### src/design/hsvrgb_pkg.sv
// ----------------------------------------------------------------------------
// hsvrgb_pkg
// Types and constants shared by the hsv to rgb converter modules.
// ----------------------------------------------------------------------------
package hsvrgb_pkg;

    localparam int HUE_W = 20;
    localparam int SQ_W  = 9;
    localparam int CH_W  = 8;
    localparam int FRAC_W = 10;
    localparam int TERM_W = 18;

    localparam logic [SQ_W-1:0]   ONE_Q8     = 9'd256;
    localparam logic [FRAC_W-1:0] SECTOR_LEN = 10'd960;
    localparam logic [TERM_W-1:0] TERM_FULL  = 18'd245760;

    // hue >> 7 is wrapped mod 45 (5760 = 45 * 128)
    localparam logic [14:0] HUE_BIAS    = 15'd4140;
    localparam logic [13:0] HUE_DIV     = 14'd45;
    localparam logic [27:0] RECIP_45    = 28'd23302;
    // final scaling by 1 / 60 (2^20 / 60) after dropping 20 bits
    localparam logic [27:0] RECIP_60    = 28'd17477;

    localparam int MID_DEPTH = 4;
    localparam int MID_AW    = $clog2(MID_DEPTH);
    localparam int MID_CW    = $clog2(MID_DEPTH + 1);
    localparam int OUT_DEPTH = 8;
    localparam int OUT_AW    = $clog2(OUT_DEPTH);
    localparam int OUT_CW    = $clog2(OUT_DEPTH + 1);

    typedef enum logic [2:0] {
        SEC_RED_YELLOW   = 3'd0,
        SEC_YELLOW_GREEN = 3'd1,
        SEC_GREEN_CYAN   = 3'd2,
        SEC_CYAN_BLUE    = 3'd3,
        SEC_BLUE_MAGENTA = 3'd4,
        SEC_MAGENTA_RED  = 3'd5
    } t_sector;

    typedef struct packed {
        logic signed [HUE_W-1:0] hue_sixteenths;
        logic [SQ_W-1:0]         saturation_q8;
        logic [SQ_W-1:0]         value_q8;
    } t_hsv_req;

    typedef struct packed {
        logic [CH_W-1:0] red;
        logic [CH_W-1:0] green;
        logic [CH_W-1:0] blue;
        logic            input_invalid;
    } t_rgb_res;

    typedef struct packed {
        t_sector           sector;
        logic [FRAC_W-1:0] frac;
        logic [SQ_W-1:0]   sat;
        logic [SQ_W-1:0]   val;
        logic              invalid;
    } t_mid;

    typedef struct packed {
        logic valid;
        t_mid item;
    } t_mid_push;

    typedef struct packed {
        logic [MID_CW-1:0] count;
        logic              empty;
    } t_q_status;

endpackage

### src/design/hsvrgb_front.sv
// ----------------------------------------------------------------------------
// hsvrgb_front
// Accepts requests, checks range, wraps the hue and splits it into sector
// and fraction over two stages, then pushes into the middle queue.
// ----------------------------------------------------------------------------
module hsvrgb_front (
    input  logic                  i_clk,
    input  logic                  i_rst_n,
    input  logic                  push,
    output logic                  full,
    input  hsvrgb_pkg::t_hsv_req  i_req,
    input  hsvrgb_pkg::t_q_status i_q_status,
    output hsvrgb_pkg::t_mid_push o_mid_push
);
    import hsvrgb_pkg::*;

    logic        accept;
    logic [14:0] u_ext;
    logic [13:0] n_u;
    logic [27:0] n_prod;
    logic        n_invalid;

    logic        r1_valid;
    logic [13:0] r1_u;
    logic [7:0]  r1_qq;
    logic [6:0]  r1_lo;
    logic [SQ_W-1:0] r1_sat;
    logic [SQ_W-1:0] r1_val;
    logic        r1_invalid;

    logic [13:0] qq45;
    logic [13:0] rem14;
    logic [6:0]  h6;
    logic [6:0]  base;
    logic [6:0]  sub;
    t_sector     n_sector;

    logic        r2_valid;
    t_mid        r2_item;

    logic [MID_CW+1:0] pending;

    // queue entries plus items still in the two stages
    assign pending = (MID_CW+2)'(i_q_status.count) + (MID_CW+2)'(r1_valid)
                   + (MID_CW+2)'(r2_valid);
    assign full    = (pending >= (MID_CW+2)'(MID_DEPTH));
    assign accept  = push && !full;

    always_comb begin
        u_ext     = {{2{i_req.hue_sixteenths[HUE_W-1]}}, i_req.hue_sixteenths[HUE_W-1:7]}
                  + HUE_BIAS;
        n_u       = u_ext[13:0];
        n_prod    = 28'(n_u) * RECIP_45;
        n_invalid = (i_req.saturation_q8 > ONE_Q8) || (i_req.value_q8 > ONE_Q8);
    end

    always_ff @(posedge i_clk) begin
        if (!i_rst_n) begin
            r1_valid <= 1'b0;
            r2_valid <= 1'b0;
        end else begin
            r1_valid <= accept;
            r2_valid <= r1_valid;
        end
    end

    always_ff @(posedge i_clk) begin
        r1_u       <= n_u;
        r1_qq      <= n_prod[27:20];
        r1_lo      <= i_req.hue_sixteenths[6:0];
        r1_sat     <= i_req.saturation_q8;
        r1_val     <= i_req.value_q8;
        r1_invalid <= n_invalid;
    end

    // sector = (hue >> 6) / 15, fraction keeps the remainder and low 6 bits
    always_comb begin
        qq45  = 14'(r1_qq) * HUE_DIV;
        rem14 = r1_u - qq45;
        h6    = {rem14[5:0], r1_lo[6]};
        if (h6 inside {[7'd0:7'd14]}) begin
            n_sector = SEC_RED_YELLOW;
            base     = 7'd0;
        end else if (h6 inside {[7'd15:7'd29]}) begin
            n_sector = SEC_YELLOW_GREEN;
            base     = 7'd15;
        end else if (h6 inside {[7'd30:7'd44]}) begin
            n_sector = SEC_GREEN_CYAN;
            base     = 7'd30;
        end else if (h6 inside {[7'd45:7'd59]}) begin
            n_sector = SEC_CYAN_BLUE;
            base     = 7'd45;
        end else if (h6 inside {[7'd60:7'd74]}) begin
            n_sector = SEC_BLUE_MAGENTA;
            base     = 7'd60;
        end else begin
            n_sector = SEC_MAGENTA_RED;
            base     = 7'd75;
        end
        sub = h6 - base;
    end

    always_ff @(posedge i_clk) begin
        r2_item.sector  <= n_sector;
        r2_item.frac    <= {sub[3:0], r1_lo[5:0]};
        r2_item.sat     <= r1_sat;
        r2_item.val     <= r1_val;
        r2_item.invalid <= r1_invalid;
    end

    assign o_mid_push.valid = r2_valid;
    assign o_mid_push.item  = r2_item;

endmodule

### src/design/hsvrgb_mid_queue.sv
// ----------------------------------------------------------------------------
// hsvrgb_mid_queue
// Short queue between the classifying front and the arithmetic back.
// ----------------------------------------------------------------------------
module hsvrgb_mid_queue (
    input  logic                  i_clk,
    input  logic                  i_rst_n,
    input  hsvrgb_pkg::t_mid_push i_push,
    input  logic                  i_take,
    output hsvrgb_pkg::t_q_status o_status,
    output hsvrgb_pkg::t_mid      o_head
);
    import hsvrgb_pkg::*;

    t_mid              r_mem [MID_DEPTH];
    logic [MID_AW-1:0] r_wr;
    logic [MID_AW-1:0] r_rd;
    logic [MID_CW-1:0] r_count;
    logic [MID_CW-1:0] n_count;

    always_comb begin
        n_count = r_count + MID_CW'(i_push.valid) - MID_CW'(i_take);
    end

    always_ff @(posedge i_clk) begin
        if (!i_rst_n) begin
            r_wr    <= '0;
            r_rd    <= '0;
            r_count <= '0;
        end else begin
            if (i_push.valid) begin
                r_wr <= r_wr + MID_AW'(1);
            end
            if (i_take) begin
                r_rd <= r_rd + MID_AW'(1);
            end
            r_count <= n_count;
        end
    end

    always_ff @(posedge i_clk) begin
        if (i_push.valid) begin
            r_mem[r_wr] <= i_push.item;
        end
    end

    assign o_head         = r_mem[r_rd];
    assign o_status.count = r_count;
    assign o_status.empty = (r_count == '0);

endmodule

### src/design/hsvrgb_back.sv
// ----------------------------------------------------------------------------
// hsvrgb_back
// Forms the three hsv terms, applies the sector permutation, scales each
// channel by 255 and writes the result into the output queue.
// ----------------------------------------------------------------------------
module hsvrgb_back (
    input  logic                  i_clk,
    input  logic                  i_rst_n,
    input  hsvrgb_pkg::t_mid      i_head,
    input  logic                  i_head_empty,
    output logic                  o_take,
    input  logic                  pop,
    output logic                  empty,
    output hsvrgb_pkg::t_rgb_res  o_rgb
);
    import hsvrgb_pkg::*;

    logic [OUT_CW:0]     inflight;
    logic [TERM_W-1:0]   sf;
    logic [TERM_W-1:0]   sg;
    logic [FRAC_W-1:0]   comp;
    logic [SQ_W-1:0]     one_minus_s;
    logic [TERM_W-1:0]   x1;
    logic [TERM_W-1:0]   x2;
    logic [TERM_W-1:0]   x3;
    logic [TERM_W-1:0]   n_xr;
    logic [TERM_W-1:0]   n_xg;
    logic [TERM_W-1:0]   n_xb;

    logic                r_a_valid;
    logic [TERM_W-1:0]   r_a_x [3];
    logic [SQ_W-1:0]     r_a_val;
    logic                r_a_inv;

    logic                r_b_valid;
    logic [26:0]         r_b_n [3];
    logic                r_b_inv;

    logic                r_c_valid;
    logic [13:0]         r_c_y [3];
    logic                r_c_inv;

    logic [34:0]         p [3];
    logic [27:0]         q [3];
    t_rgb_res            n_res;

    t_rgb_res            r_mem [OUT_DEPTH];
    logic [OUT_AW-1:0]   r_wr;
    logic [OUT_AW-1:0]   r_rd;
    logic [OUT_CW-1:0]   r_count;
    logic [OUT_CW-1:0]   n_count;
    logic                out_pop;

    // issue only when the output queue has room for everything in flight
    assign inflight = (OUT_CW+1)'(r_count) + (OUT_CW+1)'(r_a_valid)
                    + (OUT_CW+1)'(r_b_valid) + (OUT_CW+1)'(r_c_valid);
    assign o_take   = !i_head_empty && (inflight < (OUT_CW+1)'(OUT_DEPTH));

    always_comb begin
        comp        = SECTOR_LEN - i_head.frac;
        sf          = TERM_W'(i_head.sat) * TERM_W'(i_head.frac);
        sg          = TERM_W'(i_head.sat) * TERM_W'(comp);
        one_minus_s = ONE_Q8 - i_head.sat;
        x1          = TERM_W'(one_minus_s) * TERM_W'(SECTOR_LEN);
        x2          = TERM_FULL - sf;
        x3          = TERM_FULL - sg;
        case (i_head.sector)
            SEC_RED_YELLOW: begin
                n_xr = TERM_FULL; n_xg = x3;        n_xb = x1;
            end
            SEC_YELLOW_GREEN: begin
                n_xr = x2;        n_xg = TERM_FULL; n_xb = x1;
            end
            SEC_GREEN_CYAN: begin
                n_xr = x1;        n_xg = TERM_FULL; n_xb = x3;
            end
            SEC_CYAN_BLUE: begin
                n_xr = x1;        n_xg = x2;        n_xb = TERM_FULL;
            end
            SEC_BLUE_MAGENTA: begin
                n_xr = x3;        n_xg = x1;        n_xb = TERM_FULL;
            end
            default: begin
                n_xr = TERM_FULL; n_xg = x1;        n_xb = x2;
            end
        endcase
    end

    always_ff @(posedge i_clk) begin
        if (!i_rst_n) begin
            r_a_valid <= 1'b0;
            r_b_valid <= 1'b0;
            r_c_valid <= 1'b0;
        end else begin
            r_a_valid <= o_take;
            r_b_valid <= r_a_valid;
            r_c_valid <= r_b_valid;
        end
    end

    always_ff @(posedge i_clk) begin
        r_a_x[0] <= n_xr;
        r_a_x[1] <= n_xg;
        r_a_x[2] <= n_xb;
        r_a_val  <= i_head.val;
        r_a_inv  <= i_head.invalid;
        r_b_inv  <= r_a_inv;
        r_c_inv  <= r_b_inv;
    end

    // one lane per channel: v * term, then * 255 >> 20, then / 60
    for (genvar ch = 0; ch < 3; ch++) begin : g_lane
        always_ff @(posedge i_clk) begin
            r_b_n[ch] <= 27'(r_a_val) * 27'(r_a_x[ch]);
            r_c_y[ch] <= p[ch][33:20];
        end
        always_comb begin
            p[ch] = {r_b_n[ch], 8'd0} - 35'(r_b_n[ch]);
            q[ch] = 28'(r_c_y[ch]) * RECIP_60;
        end
    end

    always_comb begin
        if (r_c_inv) begin
            n_res               = '0;
            n_res.input_invalid = 1'b1;
        end else begin
            n_res.red           = q[0][27:20];
            n_res.green         = q[1][27:20];
            n_res.blue          = q[2][27:20];
            n_res.input_invalid = 1'b0;
        end
    end

    assign out_pop = pop && !empty;

    always_comb begin
        n_count = r_count + OUT_CW'(r_c_valid) - OUT_CW'(out_pop);
    end

    always_ff @(posedge i_clk) begin
        if (!i_rst_n) begin
            r_wr    <= '0;
            r_rd    <= '0;
            r_count <= '0;
        end else begin
            if (r_c_valid) begin
                r_wr <= r_wr + OUT_AW'(1);
            end
            if (out_pop) begin
                r_rd <= r_rd + OUT_AW'(1);
            end
            r_count <= n_count;
        end
    end

    always_ff @(posedge i_clk) begin
        if (r_c_valid) begin
            r_mem[r_wr] <= n_res;
        end
    end

    assign empty = (r_count == '0);
    assign o_rgb = r_mem[r_rd];

endmodule

### src/design/hsv_to_rgb_converter_unit.sv
// ----------------------------------------------------------------------------
// hsv_to_rgb_converter_unit
// Converts one hsv pixel to 8-bit rgb per clock, while pop keeps up, through a queued pipeline.
// ----------------------------------------------------------------------------
// One pixel is accepted per clock and one result leaves per clock as long as
// pop keeps up; the arithmetic is fully pipelined, so the sustained rate is
// one item per cycle. The first front stage (hue wrap) loads at the edge
// that accepts a request; then come the second front stage (sector split),
// the write into the middle queue, three multiply stages and the write into
// the 8-entry output queue, whose head can then be popped. An item can wait
// in the middle queue while the back holds off. full rises when the 4-entry
// middle queue plus the two front stages hold four items; the back stops
// taking from the middle queue when the output queue plus its three stages
// would exceed eight items.
module hsv_to_rgb_converter_unit (
    input  logic                 i_clk,
    input  logic                 i_rst_n,
    input  logic                 push,
    output logic                 full,
    input  hsvrgb_pkg::t_hsv_req i_hsv,
    output logic                 empty,
    input  logic                 pop,
    output hsvrgb_pkg::t_rgb_res o_rgb
);
    import hsvrgb_pkg::*;

    t_mid_push mid_push;
    t_q_status mid_status;
    t_mid      mid_head;
    logic      mid_take;

    hsvrgb_front u_front (
        .i_clk      (i_clk),
        .i_rst_n    (i_rst_n),
        .push       (push),
        .full       (full),
        .i_req      (i_hsv),
        .i_q_status (mid_status),
        .o_mid_push (mid_push)
    );

    hsvrgb_mid_queue u_mid_queue (
        .i_clk    (i_clk),
        .i_rst_n  (i_rst_n),
        .i_push   (mid_push),
        .i_take   (mid_take),
        .o_status (mid_status),
        .o_head   (mid_head)
    );

    hsvrgb_back u_back (
        .i_clk        (i_clk),
        .i_rst_n      (i_rst_n),
        .i_head       (mid_head),
        .i_head_empty (mid_status.empty),
        .o_take       (mid_take),
        .pop          (pop),
        .empty        (empty),
        .o_rgb        (o_rgb)
    );

    // front credit must keep the middle queue from overflowing
    a_mid_no_overflow: assert property (@(posedge i_clk) disable iff (!i_rst_n)
        mid_push.valid |-> (mid_status.count < MID_CW'(MID_DEPTH)))
        else $error("middle queue written while full");

    a_mid_no_underflow: assert property (@(posedge i_clk) disable iff (!i_rst_n)
        mid_take |-> !mid_status.empty)
        else $error("middle queue read while empty");

    a_invalid_zero: assert property (@(posedge i_clk) disable iff (!i_rst_n)
        (!empty && o_rgb.input_invalid) |->
            (o_rgb.red == '0 && o_rgb.green == '0 && o_rgb.blue == '0))
        else $error("invalid pixel with nonzero channels");

endmodule
### config.mk
export PLATFORM = sky130hd
export DESIGN_NAME = hsv_to_rgb_converter_unit
export DESIGN_NICKNAME = d
export VERILOG_FILES = /design/src/design/hsvrgb_pkg.sv /design/src/design/hsvrgb_front.sv /design/src/design/hsvrgb_mid_queue.sv /design/src/design/hsvrgb_back.sv /design/src/design/hsv_to_rgb_converter_unit.sv
export SDC_FILE = /design/constraint.sdc
export NUM_CORES = 2
export LEC_CHECK = 0
export BUFFER_PORTS_ARGS = -buffer_cell sky130_fd_sc_hd__buf_2
export CAP_MARGIN = 20
export CORE_ASPECT_RATIO = 1.4
export CORE_MARGIN = 2
export CORE_UTILIZATION = 45
export CTS_CLUSTER_SIZE = 14
export DETAILED_ROUTE_END_ITERATION = 8
export GPL_TIMING_DRIVEN = 0
export HOLD_SLACK_MARGIN = 0.05
export PLACE_DENSITY = 0.64
export SLEW_MARGIN = 20
export SYNTH_ARGS = -nofsm -noshare
export SYNTH_HDL_FRONTEND = slang
export SYNTH_SLANG_ARGS = --single-unit
export TNS_END_PERCENT = 20
### constraint.sdc
create_clock -name i_clk -period 21.1 [get_ports i_clk]
set_clock_uncertainty 0.2 [all_clocks]
set_input_delay 2.11 -clock i_clk [delete_from_list [all_inputs] [get_ports i_clk]]
set_output_delay 2.11 -clock i_clk [all_outputs]
set_load 0.01 [all_outputs]
* Yosys cells after proc, flatten, opt, wreduce, memory -nomap -nowiden
Memory sizes are Yosys's and may differ from the RTL's. A register that Yosys moved wholly into a read port is not among the register bits.
Cells that the tools add are included.
** Word-level totals
- Bits in registers :: 106
- Latch bits :: 0
- Bits in writable memories :: 505
- ROM bits :: 0
- Input port bits :: 42
- Memories kept :: 5
** Memory list
- u_back.r_mem :: words 8, width 25, rd ports 1, clocked after Yosys merged registers in 1, wr ports 1, RTL line hsvrgb_back.sv:47 : t_rgb_res r_mem [OUT_DEPTH];
- u_mid_queue.r_mem :: words 4, width 32, rd ports 1, clocked after Yosys merged registers in 1, wr ports 1, RTL line hsvrgb_mid_queue.sv:15 : t_mid r_mem [MID_DEPTH];
- u_back.r_b_n :: words 3, width 27, rd ports 3, clocked after Yosys merged registers in 0, wr ports 3, RTL line hsvrgb_back.sv:36 : logic [26:0] r_b_n [3];
- u_back.r_a_x :: words 3, width 18, rd ports 3, clocked after Yosys merged registers in 0, wr ports 3, RTL line hsvrgb_back.sv:31 : logic [TERM_W-1:0] r_a_x [3];
- u_back.r_c_y :: words 3, width 14, rd ports 3, clocked after Yosys merged registers in 0, wr ports 3, RTL line hsvrgb_back.sv:40 : logic [13:0] r_c_y [3];
** Operators by class
- Add/subtract/negate cells :: 23
- $mul :: 11
- Div/mod/pow operators :: 0
- $lt $le $gt $ge :: 14
- Eq/ne operators :: 4
- Shifts and indexed selects :: 0
- Mux-type cells :: 21
- Bitwise operators :: 0
- Reductions and logical operators :: 21
** Operators by type and width (count)
- one-hot mux 18 bit (3 select lines) :: 3
- subtractor 34 x 27 -> 34 bit :: 3
- multiplier 14 x 15 -> 28 bit (second input constant) :: 3
- multiplier 9 x 18 -> 27 bit :: 3
- multiplier 9 x 10 -> 18 bit :: 2
- subtractor 18 bit (first input constant) :: 2
- multiplier 14 x 14 -> 27 bit (second input constant) :: 1
- 2-to-1 mux 25 bit :: 1
- > comparator 9 bit (second input constant) :: 2
- 2-to-1 mux 4 bit :: 4
- adder 5 x 1 -> 5 bit :: 3
- adder 13 x 14 -> 14 bit (second input constant) :: 1
- greater-or-equal comparator 7 x 6 -> 1 bit (second input constant) :: 2
- <= comparator 7 x 6 -> 1 bit (second input constant) :: 2
- multiplier 9 x 4 -> 12 bit (second input constant) :: 1
- OR reduction 2 bit :: 5
- subtractor 10 bit (first input constant) :: 1
- 2-to-1 mux 3 bit :: 3
- subtractor 9 bit (first input constant) :: 1
- logical AND 1 bit :: 8
- multiplier 8 x 6 -> 6 bit (second input constant) :: 1
- 2-to-1 mux 2 bit :: 4
- greater-or-equal comparator 7 x 1 -> 1 bit (second input constant) :: 1
- greater-or-equal comparator 7 x 4 -> 1 bit (second input constant) :: 1
- other kinds (25) :: 36

* Longest topological paths before layout
- Depth in word-level cells :: 10
- Mapped depth :: 27

* By module
Synthesis repeated with hierarchy kept, for this count alone.
** Second synthesis, totals
- Cells, all modules :: 4933
- Area, all modules :: 53166.0 sq um
** Modules (own cells, without submodules)
- hsvrgb_back :: times used 1, cells an instance 4220, area each 42749.8 sq um, seq. area each 10109.7 sq um
- hsvrgb_front :: times used 1, cells an instance 504, area each 5321.4 sq um, seq. area each 1441.4 sq um
- hsvrgb_mid_queue :: times used 1, cells an instance 209, area each 5094.9 sq um, seq. area each 4023.9 sq um

* Least setup slack after synthesis
No wires, ideal clock.
- Path type :: input-to-reg
- Start :: input i_hsv[27] in the netlist's numbering
- End :: register u_front.r1_qq[4]
- Setup time :: 0.072 ns
- Arrival time :: 6.952 ns
- Path slack :: 13.876 ns
- Stages :: 22
- Path buffers :: 0
- Cell sequence :: inv_1 ha_1 inv_1 a21oi_1 nor2_1 xor2_1 ha_1 fa_1 inv_1 fa_1 inv_1 fa_1 ha_1 ha_1 ha_1 a21o_1 a211o_1 a21oi_1 nand4_1 a31o_2 a21oi_1 xnor2_1
** On the way
- Cells in the longest elaborated chain, start to end :: 2
** RTL lines
- start: declaration :: RTL line hsv_to_rgb_converter_unit.sv:20 : input hsvrgb_pkg::t_hsv_req i_hsv,
- adder 13 x 14 -> 14 bit :: RTL line hsvrgb_front.sv:51 : + HUE_BIAS;
- multiplier 14 x 14 -> 27 bit :: RTL line hsvrgb_front.sv:53 : n_prod = 28'(n_u) * RECIP_45;
- named net u_front.n_prod[24] :: RTL line hsvrgb_front.sv:20 : logic [27:0] n_prod;
- end signal: assignment :: RTL line hsvrgb_front.sv:69 : r1_qq <= n_prod[27:20];
- end: declaration :: RTL line hsvrgb_front.sv:25 : logic [7:0] r1_qq;
The timed path passes the listed nets, and every way through them passes these cells.
A chain may end at the register's enable or synchronous reset.

==> results_dict.tcl <==
set metrics [dict create \
    cp.required_ps 21360 \
    wirelength_mm 123 \
    end_kind "flip-flop" \
    fin_crit_sh_pct 40.0 \
    antenna_found_initial 2 \
    cts_tree "built" \
    viasPerCell 5.27 \
    cp-start-kind "flip-flop" \
    grt_pass1_wl_mm 198 \
    hold_violations 0 \
    post-route-drc-count 0 \
    tightest_slew_ps 1100 \
    ys_ff_latch 614 \
    setup_tns_ps 0 \
    ys.flop_type "edfxtp_1" \
    synth_area_um2 53000 \
    cpMaxStageDelayCell "buf_1" \
    synth_warnings 0 \
    cts_setup_buffers 0 \
    min_period_ps 8430 \
    syn_nets 6269 \
    numCtsBuffers 66 \
    finalSetupViolCount 0 \
    gr-usage-all-layers_pct 21.0 \
    drv_cap 0 \
    grt_pass1_vias 37400 \
    drv_slew 0 \
    routedWlPerCell_um 18.4 \
    synthDistinctLibCells 86 \
    port_buffers 68 \
    cp_data_arrival_time_ps 8690 \
    die_y_um 410 \
    holdBufCountCts 0 \
    io_pins 69 \
    synthArstFlopShare_pct 0 \
    max_freq_ghz 0.119 \
    hold_class "flip-flop to flip-flop" \
    status "complete, no violations" \
    ys_seq_area_share_pct 29.4 \
    slowest_delay_ps 770 \
    initial_core_util_pct 45.2 \
    cts_resized 0 \
    grt_setup_unrepaired "no" \
    drt-initial-drc-count 1505 \
    overflow 0 \
    syn_to_final_growth_pct 9.27 \
    first_pass_iters 5 \
    dp.final_hpwl_mm 99.7 \
    clock-sinks 614 \
    path_class "flip-flop to flip-flop" \
    root_buffer "clkbuf_16" \
    dr_total_vias 35200 \
    synth-edff-count 328 \
    clk_latency_ps 660 \
    ant_nets 0 \
    syn_area_per_cell_um2 10.7 \
    most-common-layout-cells "805 x inv_1, 699 x ha_1, 568 x fa_1" \
    drive_above_1_share_pct 6.66 \
    design.die.area_um2 121000 \
    rows 149 \
    clkTransAtPathRegs_ps 60 \
    design.core.area_um2 117000 \
    nets 6421 \
    clk_path_buf_depth 3 \
    crit_fanout 10 \
    path_cells "buf_6 -> buf_12 -> clkbuf_1 -> clkbuf_1 -> buf_1 -> o21ai_0 -> nor2_1 -> fa_1 -> fa_1 -> fa_1 -> inv_1 -> fa_1 -> ha_1 -> ha_1 -> o21ai_0 -> nor2_1 -> o32a_1 -> a41o_1 -> o41ai_1 -> xnor2_1 -> o21ai_0 -> o21ai_0" \
    grt_max_degree 28 \
    htree_levels 3 \
    layout_commonest_cell "inv_1" \
    gp_congestion 0.923 \
    die_x_um 294 \
    synth_cells 4960 \
    slew_headroom_pct 26.7 \
]
-- state kept, by name, summed over array words and instances (netlist names), 7 cells and up, named ones only --
register and flops:
u_back.r_mem 200, u_mid_queue.r_mem 128, u_back.r_b_n 81, u_back.r_a_x 54
u_back.r_c_y 42, u_front.o_mid_push 32, u_back.r_a_val 9, u_front.r1_sat 9
u_front.r1_val 9, u_front.r1_lo 7
-- routing by layer --
layer | GRT usage (%) | vias up | share of wire (%)
met5 | 0 | - | 0.025
met3 | 2.22 | 269 | 3.1
met4 | 12.1 | 4 | 6.2
li1 | - | 16700 | -
met1 | 23.2 | 17500 | 38
met2 | 38.9 | 684 | 52
-- area by class of cell --
type                       instances  area (um^2)
fill                           10600        59300
multi-input combinational       3373        33800
sequential                       614        15600
inverter                         805         3020
tap                             1510         1890
clock buffer                      81         1740
buffer                           168          669
timing repair buffer              84          608
clock inverter                    39          593
antenna                            2         5.00
-- worst paths after layout --
| kind | from | end | slack [ps] | cells after the start |
|---|---|---|---|---|
| worst max-delay path | flip-flop | u_back.r_a_x[0][35] | 12670 | 22 |
| worst min-delay path | u_front.r1_sat[1] | u_front.o_mid_push[11] | 110 | 0 |
| worst max register to register | flip-flop | u_back.r_a_x[0][35] | 12670 | 22 |
| worst min register to register | u_front.r1_sat[1] | u_front.o_mid_push[11] | 110 | 0 |
-- stage by stage --
| stage | cells | hold slack [ps] | worst slack (ps) | utilization, % | cell area [um^2] |
|---|---|---|---|---|---|
| 6_report | 6676 | 112 | 12670 | 49.4 | 57900 |
| 5_1_grt | 6674 | 114 | 12170 | 49.4 | 57900 |
| 4_1_cts | 6674 | 116 | 12590 | 49.4 | 57900 |
| 3_5_place_dp | 6554 | 112 | 12650 | 47.4 | 55600 |
| 3_3_place_gp | 6538 | 111 | 12640 | 47.1 | 55200 |
| 2_1_floorplan | 4960 | 110 | 13880 | - | 53000 |
-- Yosys cell counts (22+ instances only) --
library cell  instances  area share [%]
nand3_1              32            0.30
nor2_1              199             1.4
edfxtp_1            328              19
mux4_2               69             2.9
buf_1                36            0.25
inv_1               805             5.7
nor3_1               60            0.57
xnor2_1             151             2.5
a21oi_1             146             1.4
nand2_1             475             3.4
fa_1                568              21
nor2b_1              33            0.39
dfxtp_1             286              11
nand4_1              22            0.26
xor2_1               63             1.0
and2_1              269             3.2
o21ai_0              97            0.92
ha_1                699              16
o21a_1               35            0.50
a21o_1               82             1.2
mux2_2               37            0.79
clkbuf_1            124            0.88
nand2b_1             33            0.39
-- cell families after synthesis --
logic type,Yosys count,share of synthesized area (%)
mux,129,4.22
flops,614,29.4
fa+ha+maj,1268,38.0
compound gates,546,6.77
buf+inv,973,6.96
simple gates,1214,11.1
xor+xnor,216,3.61
-- critical path: cells and delay by family (launching register included) --
| family | cells | cell delay (ps) |
|---|---|---|
| compound gates | 7 | 2460 |
| xor+xnor | 1 | 370 |
| fa+ha+maj | 6 | 2520 |
| buf+inv | 6 | 1990 |
| flops | 1 | 330 |
| simple gates | 2 | 370 |
Power is left out: the tool's default activity adds up to more than one toggle a clock period on the data nets, which glitch-free logic cannot reach.
